## config.mk

```make
export PLATFORM = sky130hd
export DESIGN_NAME = pjw_string_hash_mod_flat
export DESIGN_NICKNAME = d
export VERILOG_FILES = /design/src/rtl/pjwhash_pkg.sv /design/src/rtl/pjwhash_char_if.sv /design/src/rtl/pjwhash_bucket_if.sv /design/src/rtl/pjwhash_mod_unit.sv /design/src/rtl/pjw_string_hash_mod.sv /design/src/flat_wrapper.sv
export SDC_FILE = /design/constraint.sdc
export NUM_CORES = 1
export LEC_CHECK = 0
export ABC_AREA = 1
export BUFFER_PORTS_ARGS = -buffer_cell sky130_fd_sc_hd__buf_4
export CELL_PAD_IN_SITES_DETAIL_PLACEMENT = 0
export CELL_PAD_IN_SITES_GLOBAL_PLACEMENT = 2
export CORE_MARGIN = 1
export CORE_UTILIZATION = 25
export CTS_CLUSTER_DIAMETER = 150
export CTS_CLUSTER_SIZE = 25
export DETAILED_ROUTE_END_ITERATION = 8
export PLACE_DENSITY = 0.73
export SETUP_SLACK_MARGIN = 0.15
export SYNTH_ARGS = -nofsm -noshare
export SYNTH_HDL_FRONTEND = slang
export SYNTH_SLANG_ARGS = --single-unit
```

## constraint.sdc

```tcl
create_clock -name clk -period 2.6 [get_ports clk]
set_input_delay 0.13 -clock clk [delete_from_list [all_inputs] [get_ports clk]]
set_output_delay 0.13 -clock clk [all_outputs]
set_load 0.005 [all_outputs]
```

## src/rtl/pjwhash_pkg.sv

```systemverilog
// ----------------------------------------------------------------------------
// pjwhash_pkg
// shared widths, register indexes, types and the pjw character update
// ----------------------------------------------------------------------------
package pjwhash_pkg;

    localparam int CHAR_W     = 8;
    localparam int HASH_W     = 32;
    localparam int RADIX_SH   = 6;
    localparam int WIDE_W     = HASH_W + RADIX_SH;
    localparam int CNT_W      = $clog2(WIDE_W + 1);
    localparam int FOLD_SHIFT = 24;
    localparam int CFG_IDX_W  = 2;
    localparam int CFG_DATA_W = 32;

    localparam logic [HASH_W-1:0] TOP_NIBBLE_MASK = 32'hF000_0000;
    localparam logic [HASH_W-1:0] MODULUS_RESET   = 32'd104729;

    // register indexes of the configuration port
    localparam logic [CFG_IDX_W-1:0] REG_TABLE_MODULUS = 2'd0;
    localparam logic [CFG_IDX_W-1:0] REG_POLY_MODE     = 2'd1;

    // request into the serial modulo unit
    typedef struct packed {
        logic              start;
        logic [WIDE_W-1:0] dividend;
    } red_req_t;

    // status back from the serial modulo unit
    typedef struct packed {
        logic              done;
        logic [HASH_W-1:0] remainder;
    } red_stat_t;

    // shift by one nibble, add the character, fold the top nibble back in
    function automatic logic [HASH_W-1:0] pjw_update(
        input logic [HASH_W-1:0] h,
        input logic [CHAR_W-1:0] c
    );
        logic [HASH_W-1:0] s;
        logic [HASH_W-1:0] g;
        s = (h << 4) + {{(HASH_W-CHAR_W){1'b0}}, c};
        g = s & TOP_NIBBLE_MASK;
        return s ^ (g >> FOLD_SHIFT) ^ g;
    endfunction

endpackage

```

## src/rtl/pjwhash_char_if.sv

```systemverilog
// ----------------------------------------------------------------------------
// pjwhash_char_if
// valid/ready channel carrying one key character per request
// ----------------------------------------------------------------------------
interface pjwhash_char_if;

    logic       valid;
    logic       ready;
    logic [7:0] char_code;

    modport source (output valid, output char_code, input ready);
    modport sink   (input valid, input char_code, output ready);

endinterface

```

## src/rtl/pjwhash_bucket_if.sv

```systemverilog
// ----------------------------------------------------------------------------
// pjwhash_bucket_if
// valid/ready channel carrying one hash bucket per request
// ----------------------------------------------------------------------------
interface pjwhash_bucket_if;

    logic        valid;
    logic        ready;
    logic [31:0] bucket;

    modport source (output valid, output bucket, input ready);
    modport sink   (input valid, input bucket, output ready);

endinterface

```

## src/rtl/pjwhash_mod_unit.sv

```systemverilog
// ----------------------------------------------------------------------------
// pjwhash_mod_unit
// bit-serial restoring modulo: one dividend bit per cycle, msb first
// ----------------------------------------------------------------------------
module pjwhash_mod_unit
(
    input  logic                                clk,
    input  logic                                rst_n,
    input  pjwhash_pkg::red_req_t               req,
    input  logic [pjwhash_pkg::HASH_W-1:0]      modulus,
    output pjwhash_pkg::red_stat_t              stat
);
    import pjwhash_pkg::*;

    logic [WIDE_W-1:0] div_reg;
    logic [WIDE_W-1:0] div_next;
    logic [HASH_W-1:0] rem_reg;
    logic [HASH_W-1:0] rem_next;
    logic [CNT_W-1:0]  cnt_reg;
    logic [CNT_W-1:0]  cnt_next;
    logic              busy_reg;
    logic              busy_next;
    logic              done_reg;
    logic              done_next;

    logic [HASH_W:0]   trial;
    logic [HASH_W-1:0] diff;

    // one compare and subtract step; the difference fits when trial >= modulus
    assign trial = {rem_reg, div_reg[WIDE_W-1]};
    assign diff  = trial[HASH_W-1:0] - modulus;

    always_comb
    begin
        div_next  = div_reg;
        rem_next  = rem_reg;
        cnt_next  = cnt_reg;
        busy_next = busy_reg;
        done_next = 1'b0;
        if (req.start)
        begin
            div_next  = req.dividend;
            rem_next  = '0;
            cnt_next  = CNT_W'(WIDE_W);
            busy_next = 1'b1;
        end
        else if (busy_reg)
        begin
            div_next = {div_reg[WIDE_W-2:0], 1'b0};
            if (trial >= {1'b0, modulus})
            begin
                rem_next = diff;
            end
            else
            begin
                rem_next = trial[HASH_W-1:0];
            end
            cnt_next = cnt_reg - CNT_W'(1);
            if (cnt_reg == CNT_W'(1))
            begin
                busy_next = 1'b0;
                done_next = 1'b1;
            end
        end
    end

    // control state
    always_ff @(posedge clk or negedge rst_n)
    begin
        if (!rst_n)
        begin
            cnt_reg  <= '0;
            busy_reg <= 1'b0;
            done_reg <= 1'b0;
        end
        else
        begin
            cnt_reg  <= cnt_next;
            busy_reg <= busy_next;
            done_reg <= done_next;
        end
    end

    // datapath shift registers
    always_ff @(posedge clk)
    begin
        div_reg <= div_next;
        rem_reg <= rem_next;
    end

    assign stat.done      = done_reg;
    assign stat.remainder = rem_reg;

endmodule

```

## src/rtl/pjw_string_hash_mod.sv

```systemverilog
// PJW nibble-fold hash accepts characters back to back.
// Radix-64 polynomial characters with a nonzero modulus go through a load,
// 38 steps of the bit-serial modulo unit and a writeback.
// A terminator goes to the output register via the deliver state, after the
// same modulo unit when the PJW hash is reduced; the result then waits there.
// Reset clears control, the accumulator, and restores modulus 104729, PJW mode.
// ----------------------------------------------------------------------------
// pjw_string_hash_mod
// per-character string hash with bucket reduction by the table size
// ----------------------------------------------------------------------------
module pjw_string_hash_mod
(
    input  logic                                 clk,
    input  logic                                 rst_n,
    pjwhash_char_if.sink                         char_stream,
    pjwhash_bucket_if.source                     bucket_stream,
    input  logic                                 cfg_wr_en,
    input  logic [pjwhash_pkg::CFG_IDX_W-1:0]    cfg_index,
    input  logic [pjwhash_pkg::CFG_DATA_W-1:0]   cfg_data
);
    import pjwhash_pkg::*;

    localparam logic [1:0] ST_IDLE    = 2'd0;
    localparam logic [1:0] ST_RED     = 2'd1;
    localparam logic [1:0] ST_DELIVER = 2'd2;

    logic [1:0]        state_reg;
    logic [1:0]        state_next;
    logic [HASH_W-1:0] modulus_reg;
    logic              poly_reg;
    logic [HASH_W-1:0] hash_reg;
    logic [HASH_W-1:0] hash_next;
    logic [HASH_W-1:0] res_reg;
    logic [HASH_W-1:0] res_next;
    logic              op_poly_reg;
    logic              op_poly_next;
    logic              out_valid_reg;
    logic              out_valid_next;
    logic [HASH_W-1:0] out_bucket_reg;
    logic [HASH_W-1:0] out_bucket_next;

    logic              in_fire;
    logic              is_term;
    logic              mod_zero;
    logic [WIDE_W-1:0] poly_wide;
    red_req_t          red_req;
    red_stat_t         red_stat;

    assign char_stream.ready = (state_reg == ST_IDLE);
    assign in_fire   = char_stream.valid && char_stream.ready;
    assign is_term   = (char_stream.char_code == '0);
    assign mod_zero  = (modulus_reg == '0);
    assign poly_wide = {hash_reg, {RADIX_SH{1'b0}}}
                     + {{(WIDE_W-CHAR_W){1'b0}}, char_stream.char_code};

    // configuration writes
    always_ff @(posedge clk or negedge rst_n)
    begin
        if (!rst_n)
        begin
            modulus_reg <= MODULUS_RESET;
            poly_reg    <= 1'b0;
        end
        else if (cfg_wr_en)
        begin
            if (cfg_index == REG_TABLE_MODULUS)
            begin
                modulus_reg <= cfg_data[HASH_W-1:0];
            end
            else if (cfg_index == REG_POLY_MODE)
            begin
                poly_reg <= cfg_data[0];
            end
        end
    end

    // sequencer
    always_comb
    begin
        state_next       = state_reg;
        hash_next        = hash_reg;
        res_next         = res_reg;
        op_poly_next     = op_poly_reg;
        out_valid_next   = out_valid_reg;
        out_bucket_next  = out_bucket_reg;
        red_req.start    = 1'b0;
        red_req.dividend = poly_wide;

        // output register drains independently
        if (out_valid_reg && bucket_stream.ready)
        begin
            out_valid_next = 1'b0;
        end

        unique case (state_reg)
            ST_IDLE:
            begin
                if (in_fire)
                begin
                    op_poly_next = poly_reg;
                    if (!is_term)
                    begin
                        if (!poly_reg)
                        begin
                            hash_next = pjw_update(hash_reg, char_stream.char_code);
                        end
                        else if (mod_zero)
                        begin
                            hash_next = poly_wide[HASH_W-1:0];
                        end
                        else
                        begin
                            red_req.start = 1'b1;
                            state_next    = ST_RED;
                        end
                    end
                    else
                    begin
                        hash_next = '0;
                        if (!poly_reg && !mod_zero)
                        begin
                            red_req.start    = 1'b1;
                            red_req.dividend = {{RADIX_SH{1'b0}}, hash_reg};
                            state_next       = ST_RED;
                        end
                        else
                        begin
                            res_next   = hash_reg;
                            state_next = ST_DELIVER;
                        end
                    end
                end
            end
            ST_RED:
            begin
                if (red_stat.done)
                begin
                    if (op_poly_reg)
                    begin
                        hash_next  = red_stat.remainder;
                        state_next = ST_IDLE;
                    end
                    else
                    begin
                        res_next   = red_stat.remainder;
                        state_next = ST_DELIVER;
                    end
                end
            end
            ST_DELIVER:
            begin
                if (!out_valid_reg || bucket_stream.ready)
                begin
                    out_valid_next  = 1'b1;
                    out_bucket_next = res_reg;
                    state_next      = ST_IDLE;
                end
            end
            default:
            begin
                state_next = ST_IDLE;
            end
        endcase
    end

    // control state and accumulator
    always_ff @(posedge clk or negedge rst_n)
    begin
        if (!rst_n)
        begin
            state_reg     <= ST_IDLE;
            hash_reg      <= '0;
            op_poly_reg   <= 1'b0;
            out_valid_reg <= 1'b0;
        end
        else
        begin
            state_reg     <= state_next;
            hash_reg      <= hash_next;
            op_poly_reg   <= op_poly_next;
            out_valid_reg <= out_valid_next;
        end
    end

    // payload registers
    always_ff @(posedge clk)
    begin
        res_reg        <= res_next;
        out_bucket_reg <= out_bucket_next;
    end

    // serial modulo unit
    pjwhash_mod_unit u_mod
    (
        .clk     (clk),
        .rst_n   (rst_n),
        .req     (red_req),
        .modulus (modulus_reg),
        .stat    (red_stat)
    );

    assign bucket_stream.valid  = out_valid_reg;
    assign bucket_stream.bucket = out_bucket_reg;

endmodule

```

## src/flat_wrapper.sv

```systemverilog
// flat-port wrapper written by rule: the top's interface ports become plain ports
module pjw_string_hash_mod_flat import pjwhash_pkg::*;
  (clk, rst_n, cfg_wr_en, cfg_index, cfg_data, char_stream_valid, char_stream_char_code, char_stream_ready, bucket_stream_valid, bucket_stream_bucket, bucket_stream_ready);
  pjwhash_char_if char_stream_i ();
  pjwhash_bucket_if bucket_stream_i ();
  input  logic clk;
  input  logic rst_n;
  input  logic cfg_wr_en;
  input  logic [pjwhash_pkg::CFG_IDX_W-1:0] cfg_index;
  input  logic [pjwhash_pkg::CFG_DATA_W-1:0] cfg_data;
  input wire logic [$bits(char_stream_i.valid)-1:0] char_stream_valid;
  input wire logic [$bits(char_stream_i.char_code)-1:0] char_stream_char_code;
  output wire logic [$bits(char_stream_i.ready)-1:0] char_stream_ready;
  output wire logic [$bits(bucket_stream_i.valid)-1:0] bucket_stream_valid;
  output wire logic [$bits(bucket_stream_i.bucket)-1:0] bucket_stream_bucket;
  input wire logic [$bits(bucket_stream_i.ready)-1:0] bucket_stream_ready;
  assign char_stream_i.valid = char_stream_valid;
  assign char_stream_i.char_code = char_stream_char_code;
  assign char_stream_ready = char_stream_i.ready;
  assign bucket_stream_valid = bucket_stream_i.valid;
  assign bucket_stream_bucket = bucket_stream_i.bucket;
  assign bucket_stream_i.ready = bucket_stream_ready;
  pjw_string_hash_mod u_core (.clk(clk), .rst_n(rst_n), .char_stream(char_stream_i), .bucket_stream(bucket_stream_i), .cfg_wr_en(cfg_wr_en), .cfg_index(cfg_index), .cfg_data(cfg_data));
endmodule
```

==> flow_summary.json, run 1 <==
{
  "synth_area_um2": 13000,
  "core_um2": 51400,
  "status": "finished clean",
  "crit_end": "u_core.u_mod.rem_reg[4]$_SDFFE_PN0P_",
  "grt_max_degree": 69,
  "cts_buffers": 12,
  "drcViolationCount": 0,
  "hold_path_class": "in -> reg",
  "wire_per_inst_um": 17.7,
  "worst_pin_slew_ns": 0.711,
  "crit_fanout": 16,
  "num_vias": 12000,
  "ant_nets": 0,
  "r2r-end": "u_core.u_mod.rem_reg[4]$_SDFFE_PN0P_",
  "clockBufferDepth": 3,
  "vdd_drop_max_v": 0.000709,
  "drv_cap": 0,
  "max_clock_freq_mhz": 426,
  "start_util_pct": 25.4,
  "io-pin-count": 81,
  "final_cell_area_um2": 16100,
  "fin_nets": 2047,
  "reg2regPathDepth": 14,
  "hold_ws_ns": 0.00566,
  "dp_hpwl_um": 35900,
  "yosysSeqAreaShare_pct": 43.3,
  "power_density_nw_per_um2": 1250,
  "synth-edff-count": 102,
  "setup_violations": 0,
  "slew_viol_final": 0,
  "cts_tree": "built",
  "h-tree-depth": 1,
  "synthesis.nets": 1895,
  "startpoint": "u_core.modulus_reg[16]$_DFFE_PN1P_",
  "r2r_start": "u_core.modulus_reg[16]$_DFFE_PN1P_",
  "drive_gt1_share_pct": 13.2,
  "place_congestion": 0.930,
  "synth_top_area_share_pct": 23.5,
  "antenna_cells": 0,
  "syn-instance-count": 1805,
  "async_flop_share_pct": 36.5,
  "crit_arrival_ns": 2.74,
  "crit_required_ns": 2.99,
  "grt_pass1_vias": 12000,
  "criticalPathCategory": "reg -> reg",
  "reg2reg_slack_ns": 0.25,
  "final_util_pct": 31.3,
  "syn_area_per_cell_um2": 7.22,
  "die_w_um": 230,
  "rsz0062_at_grt": "yes",
  "drt-pass1-iter-count": 6,
  "clock-sinks": 211,
  "die-area_um2": 53100,
  "clk_pin_slew_ns": 0.11,
  "synthFlopType": "edfxtp_1",
  "area_growth_pct": 23.3,
  "placed_cells": 2576,
  "grt_pass1_wl_um": 71100,
  "drtIter0Drc": 780,
  "yosys.cell_count.top_type": "nand2_1",
  "ys_warn_count": 0,
  "yosysUniqueCellTypes": 44,
  "startpoint_type": "flop",
  "yosys-top-cells-area": "edfxtp_1 23%, nand2_1 16%, dfrtp_1 13%, inv_1 7.1%, nor2_1 6.3%",
  "min_path_cells": 3,
  "power.leakage_nw": 7.64,
  "overflow": 0,
  "dpl_cell_area_um2": 14900,
  "clock_tree.root_cell": "clkbuf_16",
  "std_cell_rows": 83,
  "insertion_delay_ns": 0.51,
  "yosysTopAreaCell": "edfxtp_1",
  "min_period_over_period_pct": 90.3,
  "synth_common_cells": "560 x nand2_1, 248 x inv_1, 219 x nor2_1",
  "max_slew_margin_pct": 52.6,
  "largest_reg_flops": 38,
  "io_buffers": 80,
  "ys_seq_elements": 211,
  "wirelength_um": 46700,
  "via_per_inst": 4.55,
  "track_usage_pct": 17.4,
  "fin_cells": 2643,
  "hold_viol_final": 0,
  "die_y_um": 230,
  "period_minus_slack_ns": 2.35,
  "antenna_found_initial": 1,
  "critPathCaptureType": "flop",
  "skew_ns": 0.0306
}
[how the worst min path moves through the flow]
stage	from	endpoint
floorplan	rst_n	u_core.bucket_stream.valid$_DFF_PN0_
global placement	rst_n	u_core.hash_reg[5]$_DFFE_PN0P_
detailed placement	rst_n	u_core.hash_reg[7]$_DFFE_PN0P_
CTS	char_stream_valid	u_core.op_poly_reg$_DFFE_PN0P_
global route	cfg_data[0]	u_core.modulus_reg[0]$_DFFE_PN1P_
finish	cfg_data[0]	u_core.modulus_reg[0]$_DFFE_PN1P_
[worst max-delay path, stage by stage, from the launching register on]
cell,delay (ns)
dfstp_2,0.57
inv_1,0.09
ha_4,0.32
nand2_1,0.10
nor2_2,0.14
nand2_1,0.11
nor2_2,0.16
nand3_2,0.12
nand2_1,0.10
nor2_2,0.07
nand2_4,0.11
buf_12,0.16
nand2_1,0.07
nand3_1,0.07
nand2_1,0.04
[routing by layer]
layer	vias up	part of all wire, %	track usage, %
met2	226	47	28.9
met5	-	0.017	0
met4	2	2.9	5.65
met1	5665	47	23.6
li1	6073	-	-
met3	54	3.4	1.78
[area by class of cell]
type                    count  area (um^2)
clock buffers              18          344
clock inverters             2         17.5
fillers                  5611        35300
inverters                 260          978
repair buffers            191         1800
multi-input cells        1281         6440
well taps                 680          851
flip-flops and latches    211         5640
[power breakdown]
group / internal [mW] / switching, mW / leakage [nW]
Combinational: 4.19 / 7.41 / 5.35
Sequential: 5.17 / 1.21 / 2.12
Clock: 0.945 / 1.20 / 0.175
[timing repair]
item                                   CTS  global route
endpoints found under the hold margin   75             0
gates cloned                             0             5
gates resized for setup                  8            63
pin swaps                                0             5
buffers inserted                         0             3
hold buffers                            39             0
setup endpoints to repair               33            59
[through the flow]
| step | setup WS [ns] | power (mW) | setup TNS [ns] |
|---|---|---|---|
| 2_1_floorplan | 0.275 | 13.2 | 0 |
| 3_3_place_gp | -0.160 | 17.4 | -0.160 |
| 3_5_place_dp | -0.145 | 17.4 | -0.145 |
| 4_1_cts | 0.125 | 19.7 | 0 |
| 5_1_grt | 0.103 | 22.0 | 0 |
| 6_report | 0.252 | 20.1 | 0 |
[cell families after synthesis]
kind of cell / synth area share (%)
AO/OA/AOI/OAI: 8.50
XOR/XNOR: 3.29
adder cells (fa/ha/maj): 4.30
buffers and inverters: 9.42
flip-flops: 43.3
AND/OR/NAND/NOR: 31.2
[cells in the final DEF, fill, tap and decap left out, types with 31 or more instances in the layout]
master and n:
nand3_1 145, dfrtp_1 68, dlygate4sd3_1 39, edfxtp_1 102, nor2_1 201, a21oi_1 85
buf_4 131, nand2_1 547, inv_1 246, dfxtp_1 31, o21ai_0 45, xor2_1 32
No activity file was read; power rests on OpenSTA's default activity.
==> inputs of run 2 (changes only) <==
Settings changed: CORE_UTILIZATION 25 to 32, PLACE_DENSITY 0.73 to 0.87.
==> flow_summary.json, run 2 (synthesis gave the netlist of run 1 again) <==
{
  "dp_slack_ns": -0.0179,
  "die_y_um": 204,
  "slew_viol_final": 0,
  "h-tree-depth": 1,
  "clockBufferDepth": 3,
  "seq_power_share_pct": 31.8,
  "drive_gt1_share_pct": 12.7,
  "crit_required_ns": 3.02,
  "power.leakage_nw": 7.59,
  "rsz0062_at_grt": "yes",
  "wire_per_inst_um": 18.1,
  "drcViolationCount": 0,
  "period_minus_slack_ns": 2.34,
  "place_congestion": 0.988,
  "multi_input_area_um2": 6420,
  "crit_fanout": 4,
  "drt-pass1-iter-count": 6,
  "setup_violations": 0,
  "dp_hpwl_um": 34400,
  "combPwrFrac_pct": 57.3,
  "drv_cap": 0,
  "insertion_delay_ns": 0.51,
  "cts_tree": "built",
  "regArea_um2": 5650,
  "fin_nets": 2040,
  "clock-sinks": 211,
  "setup_slack_ns": 0.264,
  "critPathCaptureType": "flop",
  "core_um2": 39900,
  "grt_pass1_wl_um": 68600,
  "vdd_drop_max_v": 0.000523,
  "clk_pin_slew_ns": 0.11,
  "hold_viol_final": 0,
  "largest_reg_flops": 38,
  "antenna_cells": 0,
  "max_clock_freq_mhz": 428,
  "startpoint_type": "flop",
  "max_slew_margin_pct": 54.7,
  "track_usage_pct": 21.5,
  "p_clk_share_pct": 10.9,
  "grt_pass1_vias": 11900,
  "hold_path_class": "in -> reg",
  "status": "finished clean",
  "io_buffers": 80,
  "std_cell_rows": 73,
  "grt_max_degree": 40,
  "min_period_over_period_pct": 89.8,
  "clock_tree.root_cell": "clkbuf_16",
  "final_common_cell": "nand2_1",
  "overflow": 0,
  "antenna_found_initial": 0,
  "p_total_mw": 19.9,
  "p_switching_mw": 9.67,
  "ant_nets": 0,
  "worst_pin_slew_ns": 0.678,
  "die_w_um": 204,
  "swShare_pct": 48.5,
  "criticalPathCategory": "reg -> reg",
  "skew_ns": 0.0446,
  "area_growth_pct": 20.8,
  "final_cell_mix": "549 x nand2_1, 247 x inv_1, 205 x nor2_1, 145 x nand3_1, 131 x buf_4",
  "cts_buffers": 12,
  "io-pin-count": 81,
  "n_fill_cell": 4164,
  "die-area_um2": 41500,
  "crit_arrival_ns": 2.76,
  "drtIter0Drc": 823,
  "power_density_nw_per_um2": 1270,
  "via_per_inst": 4.86,
  "num_vias": 12100,
  "p_int_mw": 10.3,
  "start_util_pct": 32.7,
  "wirelength_um": 44800
}
## run 2: cell count changes in the layout (fill, tap and decap cells not counted), sizes merged
cell and change:
buf -4, dlygate4sd3 -2, inv -1
## run 2: layout make-up
type	count	area share, %
sequential	211	35.9
tap	525	4.17
timing repair buffer	184	10.6
multi-input combinational	1281	40.8
inverter	260	6.20
clock inverter	1	0.103
clock buffer	19	2.27
## run 2: final timing paths
path                                           startpoint  cells past startpoint  slack (ns)                                   endpoint
setup / recovery           u_core.hash_reg[0]$_DFFE_PN0P_                     12        0.26            u_core.hash_reg[22]$_DFFE_PN0P_
hold / removal                               cfg_index[1]                      3        0.01                u_core.poly_reg$_DFFE_PN0P_
setup reg to reg           u_core.hash_reg[0]$_DFFE_PN0P_                     12        0.26            u_core.hash_reg[22]$_DFFE_PN0P_
hold reg to reg              u_core.res_reg[25]$_DFFE_PP_                      0        0.43  u_core.bucket_stream.bucket[25]$_DFFE_PP_
max in group asynchronous                           rst_n                      3        1.69         u_core.modulus_reg[29]$_DFFE_PN0P_
min in group asynchronous                           rst_n                      2        0.20             u_core.hash_reg[3]$_DFFE_PN0P_
## run 2: power by group through the flow
stage	clock network, mW	logic [mW]	registers (mW)
global placement	0	10.8	6.32
floorplan	0	7.36	5.89
detailed placement	0	10.8	6.35
finish	2.17	11.4	6.35
CTS	2.24	10.9	6.28
global route	2.35	12.8	6.50
## run 2: stage by stage
step | std cells | setup TNS, ns | area [um^2] | hold slack, ns | utilization, %
finish | 2481 | 0 | 15700 | 0.0123 | 39.5
global route | 2481 | 0 | 15700 | 0.0319 | 39.5
CTS | 2474 | 0 | 15400 | 0.00670 | 38.6
detailed placement | 2417 | -0.0325 | 14600 | 0.170 | 36.7
global placement | 2417 | -0.0237 | 14600 | 0.170 | 36.7
floorplan | 1805 | 0 | 13000 | -0.166 | -
## run 2: repair_timing
action,4_1_cts,5_1_grt
gates cloned,0,4
endpoints found under the hold margin,77,0
resized for setup,12,52
buffers inserted,0,3
setup endpoints to repair,41,52
hold buffers,37,0
pin swaps,0,7
## run 2: worst max-delay path: stages (launching register included)
cell     delay [ns]
dfrtp_1        0.41
ha_1           0.20
fa_1           0.22
nand3_2        0.12
inv_1          0.11
nand2_1        0.11
buf_4          0.17
nor2_2         0.22
xor2_1         0.36
nand2_1        0.11
nand2_1        0.08
nand2_1        0.04
a21oi_1        0.11
## run 2: layer usage
layer / up-vias / wire length, um / track usage [%]
li1: 6055 / - / -
met1: 5628 / 20400 / 29.1
met2: 320 / 21400 / 36.7
met3: 62 / 1860 / 1.72
met4: 0 / 1240 / 6.07
met5: - / 0 / 0
